<file path="src/hw/rtl/mm3_pkg.sv">
// Shared types, constants and helpers for the MurmurHash3 x86_32 block.
`default_nettype none

package mm3_pkg;

  // Mixing and finaliser constants
  localparam logic [31:0] MIX_C1  = 32'hcc9e2d51;
  localparam logic [31:0] MIX_C2  = 32'h1b873593;
  localparam logic [31:0] MIX_ADD = 32'he6546b64;
  localparam logic [31:0] FIN_M1  = 32'h85ebca6b;
  localparam logic [31:0] FIN_M2  = 32'hc2b2ae35;

  // Bytes in a full message word
  localparam logic [2:0] WORD_BYTES = 3'd4;

  // Queue between front and back
  localparam int QDEPTH = 2;
  localparam int QPTR_W = (QDEPTH > 1) ? $clog2(QDEPTH) : 1;
  localparam int QCNT_W = $clog2(QDEPTH + 1);

  // What the back end does with an item
  typedef enum logic [1:0] {
    KIND_NONE,
    KIND_BLOCK,
    KIND_TAIL
  } item_kind_t;

  // Classified, scrambled item handed from front to back
  typedef struct packed {
    item_kind_t  kind;
    logic [31:0] k;
    logic [2:0]  count;
    logic        last;
  } mm3_item_t;

  // Rotate left by a fixed amount
  function automatic logic [31:0] rotl32(input logic [31:0] v, input int r);
    return (v << r) | (v >> (32 - r));
  endfunction

endpackage

`default_nettype wire

</file>
<file path="src/hw/rtl/mm3_front.sv">
// Front end: accepts items, classifies them and scrambles the key in two multiply stages.
`default_nettype none

module mm3_front
  import mm3_pkg::*;
(
  input  wire logic        clk,
  input  wire logic        rst_n,
  input  wire logic        in_valid,
  output logic             in_ready,
  input  wire logic [31:0] in_data_word,
  input  wire logic [2:0]  in_byte_count,
  input  wire logic        in_last_word,
  output logic             push_valid,
  input  wire logic        push_ready,
  output mm3_item_t        push_item
);

  logic        a_valid_r;
  logic [31:0] a_k_r;
  item_kind_t  a_kind_r;
  logic [2:0]  a_count_r;
  logic        a_last_r;

  logic        b_valid_r;
  mm3_item_t   b_item_r;

  logic        a_ready;
  logic        b_ready;
  logic [2:0]  count_cl;
  logic [31:0] mask;
  item_kind_t  kind;

  // Clamp the count, pick the byte mask and class
  always_comb begin
    count_cl = in_byte_count[2] ? WORD_BYTES : in_byte_count;
    case (count_cl)
      3'd1:    mask = 32'h0000_00ff;
      3'd2:    mask = 32'h0000_ffff;
      3'd3:    mask = 32'h00ff_ffff;
      default: mask = 32'hffff_ffff;
    endcase
    if (count_cl == WORD_BYTES) begin
      kind = KIND_BLOCK;
    end else if (count_cl == 3'd0) begin
      kind = KIND_NONE;
    end else begin
      kind = KIND_TAIL;
    end
  end

  // Stall control: a stage moves when the next one has room
  assign b_ready  = !b_valid_r || push_ready;
  assign a_ready  = !a_valid_r || b_ready;
  assign in_ready = a_ready;

  // Stage A: mask and first multiply
  always_ff @(posedge clk) begin
    if (!rst_n) begin
      a_valid_r <= 1'b0;
    end else if (a_ready) begin
      a_valid_r <= in_valid;
    end
    if (a_ready && in_valid) begin
      a_k_r     <= (in_data_word & mask) * MIX_C1;
      a_kind_r  <= kind;
      a_count_r <= count_cl;
      a_last_r  <= in_last_word;
    end
  end

  // Stage B: rotate and second multiply
  always_ff @(posedge clk) begin
    if (!rst_n) begin
      b_valid_r <= 1'b0;
    end else if (b_ready) begin
      b_valid_r <= a_valid_r;
    end
    if (b_ready && a_valid_r) begin
      b_item_r.k     <= rotl32(a_k_r, 15) * MIX_C2;
      b_item_r.kind  <= a_kind_r;
      b_item_r.count <= a_count_r;
      b_item_r.last  <= a_last_r;
    end
  end

  assign push_valid = b_valid_r;
  assign push_item  = b_item_r;

endmodule

`default_nettype wire

</file>
<file path="src/hw/rtl/mm3_queue.sv">
// Short item queue that decouples the front end from the back end.
`default_nettype none

module mm3_queue
  import mm3_pkg::*;
(
  input  wire logic      clk,
  input  wire logic      rst_n,
  input  wire logic      push_valid,
  output logic           push_ready,
  input  wire mm3_item_t push_item,
  output logic           pop_valid,
  input  wire logic      pop,
  output mm3_item_t      pop_item
);

  mm3_item_t          entry_r [QDEPTH];
  logic [QPTR_W-1:0]  wr_ptr_r;
  logic [QPTR_W-1:0]  rd_ptr_r;
  logic [QCNT_W-1:0]  fill_r;
  logic               do_push;
  logic               do_pop;

  assign push_ready = (fill_r != QCNT_W'(QDEPTH));
  assign pop_valid  = (fill_r != '0);
  assign pop_item   = entry_r[rd_ptr_r];
  assign do_push    = push_valid && push_ready;
  assign do_pop     = pop && pop_valid;

  // Pointer wrap at the depth
  function automatic logic [QPTR_W-1:0] bump(input logic [QPTR_W-1:0] p);
    return (p == QPTR_W'(QDEPTH - 1)) ? '0 : p + 1'b1;
  endfunction

  always_ff @(posedge clk) begin
    if (!rst_n) begin
      wr_ptr_r <= '0;
      rd_ptr_r <= '0;
      fill_r   <= '0;
    end else begin
      if (do_push) wr_ptr_r <= bump(wr_ptr_r);
      if (do_pop)  rd_ptr_r <= bump(rd_ptr_r);
      if (do_push && !do_pop) begin
        fill_r <= fill_r + 1'b1;
      end else if (do_pop && !do_push) begin
        fill_r <= fill_r - 1'b1;
      end
    end
    if (do_push) entry_r[wr_ptr_r] <= push_item;
  end

endmodule

`default_nettype wire

</file>
<file path="src/hw/rtl/mm3_back.sv">
// Back end: running hash and length update, finaliser and result register.
`default_nettype none

module mm3_back
  import mm3_pkg::*;
(
  input  wire logic        clk,
  input  wire logic        rst_n,
  input  wire logic        pop_valid,
  output logic             pop,
  input  wire mm3_item_t   pop_item,
  output logic             out_valid,
  input  wire logic        out_ready,
  output logic [31:0]      out_hash_value
);

  typedef enum logic [1:0] {
    ST_RUN,
    ST_MUL1,
    ST_MUL2,
    ST_SEND
  } state_t;

  state_t      state_r,    state_nxt;
  logic [31:0] hash_r,     hash_nxt;
  logic [31:0] len_r,      len_nxt;
  logic [31:0] fin_r,      fin_nxt;
  logic        out_vld_r,  out_vld_nxt;
  logic [31:0] out_hash_r, out_hash_nxt;

  logic [31:0] hash_upd;
  logic [31:0] len_upd;
  logic [31:0] pre_fin;

  // Mix the popped item into the running hash
  always_comb begin
    case (pop_item.kind)
      KIND_BLOCK: hash_upd = (rotl32(hash_r ^ pop_item.k, 13) * 32'd5) + MIX_ADD;
      KIND_TAIL:  hash_upd = hash_r ^ pop_item.k;
      default:    hash_upd = hash_r;
    endcase
    len_upd = len_r + {29'd0, pop_item.count};
    pre_fin = hash_upd ^ len_upd;
  end

  // Sequencer
  always_comb begin
    state_nxt    = state_r;
    hash_nxt     = hash_r;
    len_nxt      = len_r;
    fin_nxt      = fin_r;
    out_hash_nxt = out_hash_r;
    out_vld_nxt  = out_vld_r && !out_ready;
    pop          = 1'b0;
    case (state_r)
      ST_RUN: begin
        if (pop_valid) begin
          pop = 1'b1;
          if (pop_item.last) begin
            fin_nxt   = pre_fin ^ (pre_fin >> 16);
            hash_nxt  = '0;
            len_nxt   = '0;
            state_nxt = ST_MUL1;
          end else begin
            hash_nxt = hash_upd;
            len_nxt  = len_upd;
          end
        end
      end
      ST_MUL1: begin
        fin_nxt   = fin_r * FIN_M1;
        state_nxt = ST_MUL2;
      end
      ST_MUL2: begin
        fin_nxt   = (fin_r ^ (fin_r >> 13)) * FIN_M2;
        state_nxt = ST_SEND;
      end
      ST_SEND: begin
        // Load the result once the output register is free
        if (!out_vld_r || out_ready) begin
          out_hash_nxt = fin_r ^ (fin_r >> 16);
          out_vld_nxt  = 1'b1;
          state_nxt    = ST_RUN;
        end
      end
      default: state_nxt = ST_RUN;
    endcase
  end

  always_ff @(posedge clk) begin
    if (!rst_n) begin
      state_r   <= ST_RUN;
      hash_r    <= '0;
      len_r     <= '0;
      out_vld_r <= 1'b0;
    end else begin
      state_r   <= state_nxt;
      hash_r    <= hash_nxt;
      len_r     <= len_nxt;
      out_vld_r <= out_vld_nxt;
    end
    fin_r      <= fin_nxt;
    out_hash_r <= out_hash_nxt;
  end

  assign out_valid      = out_vld_r;
  assign out_hash_value = out_hash_r;

endmodule

`default_nettype wire

</file>
<file path="src/hw/rtl/murmur3_hash32_top.sv">
// Top level of the streaming MurmurHash3 x86_32 (seed zero) block.
`default_nettype none

// MurmurHash3 x86_32, seed zero, over a stream of little-endian 32-bit words
// (first byte in bits 7:0). Each item gives up to four bytes in byte_count;
// counts above four are taken as four and bytes above the count are ignored.
// The item with last_word set closes the message: one hash comes out for it
// and the state clears, so the next item starts a new message. An empty
// message hashes to 0. Items that are not last are taken one per cycle while
// the queue has room: the front end scrambles each key in two registered
// multiply stages, and the back end folds one queued item per cycle into the
// running hash. A last item holds the back end for the update, two finaliser
// multiply steps and the load of the result register, while the front end and
// the two-entry queue go on taking items. On its way to out_valid, a last item
// passes stages A and B, the queue and the states RUN, MUL1, MUL2 and SEND.

module murmur3_hash32_top
  import mm3_pkg::*;
(
  input  wire logic        clk,
  input  wire logic        rst_n,
  input  wire logic        in_valid,
  output logic             in_ready,
  input  wire logic [31:0] in_data_word,
  input  wire logic [2:0]  in_byte_count,
  input  wire logic        in_last_word,
  output logic             out_valid,
  input  wire logic        out_ready,
  output logic [31:0]      out_hash_value
);

  logic      push_valid;
  logic      push_ready;
  mm3_item_t push_item;
  logic      pop_valid;
  logic      pop;
  mm3_item_t pop_item;

  mm3_front u_front (
    .clk           (clk),
    .rst_n         (rst_n),
    .in_valid      (in_valid),
    .in_ready      (in_ready),
    .in_data_word  (in_data_word),
    .in_byte_count (in_byte_count),
    .in_last_word  (in_last_word),
    .push_valid    (push_valid),
    .push_ready    (push_ready),
    .push_item     (push_item)
  );

  mm3_queue u_queue (
    .clk        (clk),
    .rst_n      (rst_n),
    .push_valid (push_valid),
    .push_ready (push_ready),
    .push_item  (push_item),
    .pop_valid  (pop_valid),
    .pop        (pop),
    .pop_item   (pop_item)
  );

  mm3_back u_back (
    .clk            (clk),
    .rst_n          (rst_n),
    .pop_valid      (pop_valid),
    .pop            (pop),
    .pop_item       (pop_item),
    .out_valid      (out_valid),
    .out_ready      (out_ready),
    .out_hash_value (out_hash_value)
  );

endmodule

`default_nettype wire
</file>
<file path="config.mk">
export PLATFORM = sky130hd
export DESIGN_NAME = murmur3_hash32_top
export DESIGN_NICKNAME = d
export VERILOG_FILES = /design/src/hw/rtl/mm3_pkg.sv /design/src/hw/rtl/mm3_front.sv /design/src/hw/rtl/mm3_queue.sv /design/src/hw/rtl/mm3_back.sv /design/src/hw/rtl/murmur3_hash32_top.sv
export SDC_FILE = /design/constraint.sdc
export NUM_CORES = 2
export LEC_CHECK = 0
export BUFFER_PORTS_ARGS = -buffer_cell sky130_fd_sc_hd__buf_2
export CORE_ASPECT_RATIO = 1.4
export CORE_MARGIN = 3
export CORE_UTILIZATION = 43
export DETAILED_ROUTE_END_ITERATION = 16
export GPL_TIMING_DRIVEN = 0
export PLACE_DENSITY = 0.69
export SYNTH_ARGS = -nofsm -noshare
export SYNTH_HDL_FRONTEND = slang
export SYNTH_SLANG_ARGS = --single-unit
</file>
<file path="constraint.sdc">
create_clock -name clk -period 6.4 [get_ports clk]
set_input_delay 0.64 -clock clk [delete_from_list [all_inputs] [get_ports clk]]
set_output_delay 0.64 -clock clk [all_outputs]
set_load 0.02 [all_outputs]
</file>
==> flow_summary_export.csv <==
group,metric,value,unit
sta,drv_slew,0,
logic_synthesis,synth-warning-count,0,
critical_path,crit_slowest_cell,"fa_1",
sta,fin_skew,0.0458,ns
placed_design,dp.cells,6383,
final_layout,final_common_cell,"inv_1",
placed_design,dp_hpwl,116000,um
critical_path,required,6.69,ns
logic_synthesis,ys_async_sr_fraction,0,
placed_design,portBuffers,72,
clock_network,clock_latency,0.59,ns
sta,slew_headroom,0.358,
detailed_routing,route.detailed.drc,0,
sta,min_period,7.10,ns
detailed_routing,wl_per_cell,21.3,um
clock_network,root_buffer,"clkbuf_16",
logic_synthesis,synth-seq-cells,290,
placed_design,gp_congestion,0.988,
sta,worstMarginPinSlew,0.960,ns
logic_synthesis,synth_edf_count,216,
run,max_cap_viol_count,0,
logic_synthesis,synthCells,4839,
sta,layout_setup_ws,-0.697,ns
critical_path,cp_num_buf_inv,7,
clock_network,postCtsHoldBufs,0,
status,run_status,"complete, but fails checks",
die,die_w,291,um
logic_synthesis,netlist.top_cell.by_area,"fa_1",
detailed_routing,num_vias,34800,
global_routing,antenna_found_initial,4,
die,die-area,118000,um2
sta,fmax,141,MHz
final_layout,layout-drive-gt1-share,0.155,
worst_hold_path,hp-class,"input port to flop",
final_layout,fin_nets,6777,
sta,hold_viol,0,
global_routing,grt_pass1_vias,38000,
logic_synthesis,synth.net_count,6425,
global_routing,grt_pass1_wl,216000,um
clock_network,htreeDepth,2,
final_layout,final-instance-count-excl-fill,6688,
detailed_routing,drtAntennaViolNets,0,
final_layout,post-route-util,0.512,
detailed_routing,routed_wl,143000,um
clock_network,clk_path_buf_depth,3,
die,die_y,405,um
status,violations,"setup timing",
critical_path,cp_max_fo,4,
detailed_routing,drt_iter0_drc,1871,
sta,finalCritPeriodShare,1.11,
die,ioPinCount,74,
die,core.rowCount,145,
logic_synthesis,synth_seq_area_share,0.163,
clock_network,clock-sinks,290,
logic_synthesis,synth_top_area_frac,0.307,
sta,rsz0062_at_grt,"true",
clock_network,clk_pin_slew,0.06,ns
critical_path,path_delay_family,"adder cells",
detailed_routing,vias_per_cell,5.20,
critical_path,startpoint_type,"flop",
clock_network,cts_buffers,36,
critical_path,crit_arrival,7.39,ns
die,initial_core_util,0.435,
logic_synthesis,postSynthAreaPerCell,10.1,um2
detailed_routing,first_pass_iters,6,
critical_path,max_stage_delay,0.55,ns
logic_synthesis,ys_top_cells_by_area,"fa_1, ha_1, edfxtp_1",
logic_synthesis,synth_flop_cell,"edfxtp_1",
logic_synthesis,synthesis.area,48800,um2
clock_network,cts_tree,"yes",
global_routing,overflow,0,
critical_path,cpMostUsedCell,"fa_1",
critical_path,critPathKind,"flop to flop",
final_layout,area_delta_synth_final,17.6,%
critical_path,endpoint_kind,"flop",
global_routing,track_usage,0.242,
sta,finalSetupViolations,16,
final_layout,final_cell_mix,"inv_1, fa_1, ha_1, xnor2_1, edfxtp_1",
global_routing,grt_max_degree,39,
sta,tns,-7.18,ns
die,core,112000,um2
logic_synthesis,synth_cell_types,84,
cells by family (layout without fill, tap and decap cells):
kind of cell | after synthesis | in the layout | share of synthesized area
buf+inv | 1436 | 1814 | 0.111
xor+xnor | 390 | 390 | 0.0715
compound gates | 534 | 534 | 0.0717
fa+ha+maj | 1546 | 1546 | 0.511
other cells | 0 | 1 | 0
simple gates | 593 | 593 | 0.0609
mux | 50 | 50 | 0.0104
flops | 290 | 290 | 0.163
through the flow:
stage	setup WS [ns]	cell area, um2	hold WS (ns)
detailed placement	-2.01	51800	0.406
global placement	-1.98	51700	0.402
floorplan	-0.299	49500	0.400
CTS	-0.679	55900	0.238
global route	-0.853	57400	0.247
finish	-0.697	57400	0.261
layout make-up:
| type | count | area, um2 |
|---|---|---|
| Fill cell | 9855 | 54800 |
| Multi-Input combinational cell | 3113 | 38200 |
| Sequential cell | 290 | 7970 |
| Inverter | 1372 | 5260 |
| Timing Repair Buffer | 315 | 2540 |
| Tap cell | 1470 | 1840 |
| Clock buffer | 42 | 966 |
| Buffer | 63 | 302 |
| Clock inverter | 22 | 264 |
| Antenna cell | 1 | 2.50 |
what timing repair did:
action,in CTS,in global routing
resized for setup,251,205
setup endpoints to repair,36,34
buffers inserted,163,80
pin swaps,128,156
endpoints found under the hold margin,0,0
Yosys cell counts (74+ instances only):
master / n
xnor2_1: 293
edfxtp_1: 216
ha_1: 799
nor2_1: 128
a21oi_1: 140
nand2_1: 158
fa_1: 747
xor2_1: 91
inv_1: 1369
nor2b_1: 75
dfxtp_1: 74
o21ai_0: 107
worst paths after layout:
| check | startpoint | to | slack (ns) | depth (start not counted) |
|---|---|---|---|---|
| worst max-delay path | u_back.fin_r[8] | u_back.fin_r[30] | -0.70 | 25 |
| worst min-delay path | in_last_word | u_front.a_last_r | 0.26 | 1 |
| worst max register to register | u_back.fin_r[8] | u_back.fin_r[30] | -0.70 | 25 |
| worst min register to register | u_front.a_kind_r[1] | u_front.push_item[37] | 0.42 | 0 |
registers in the layout (all words and copies together), names as in the netlist, 2 cells and up, named ones only:
register               cells
u_front.a_count_r          3
u_back.len_r              32
u_back.out_hash_value     32
u_back.fin_r              32
u_queue.entry_r           76
u_back.hash_r             32
u_front.a_k_r             32
u_front.push_item         38
u_back.state_r             2
u_queue.fill_r             2
u_front.a_kind_r           2
metal layers:
metal  vias to the layer above  global-route usage  routed length (um)
li1                      16000                   -                   -
met1                     17300               0.242               47600
met2                      1016               0.452               75200
met3                       514              0.0265                5400
met4                         2               0.194               14500
met5                         -                   0                  14
Power is left out: the tool's default activity adds up to more than one toggle a clock period on the data nets, which glitch-free logic cannot reach.
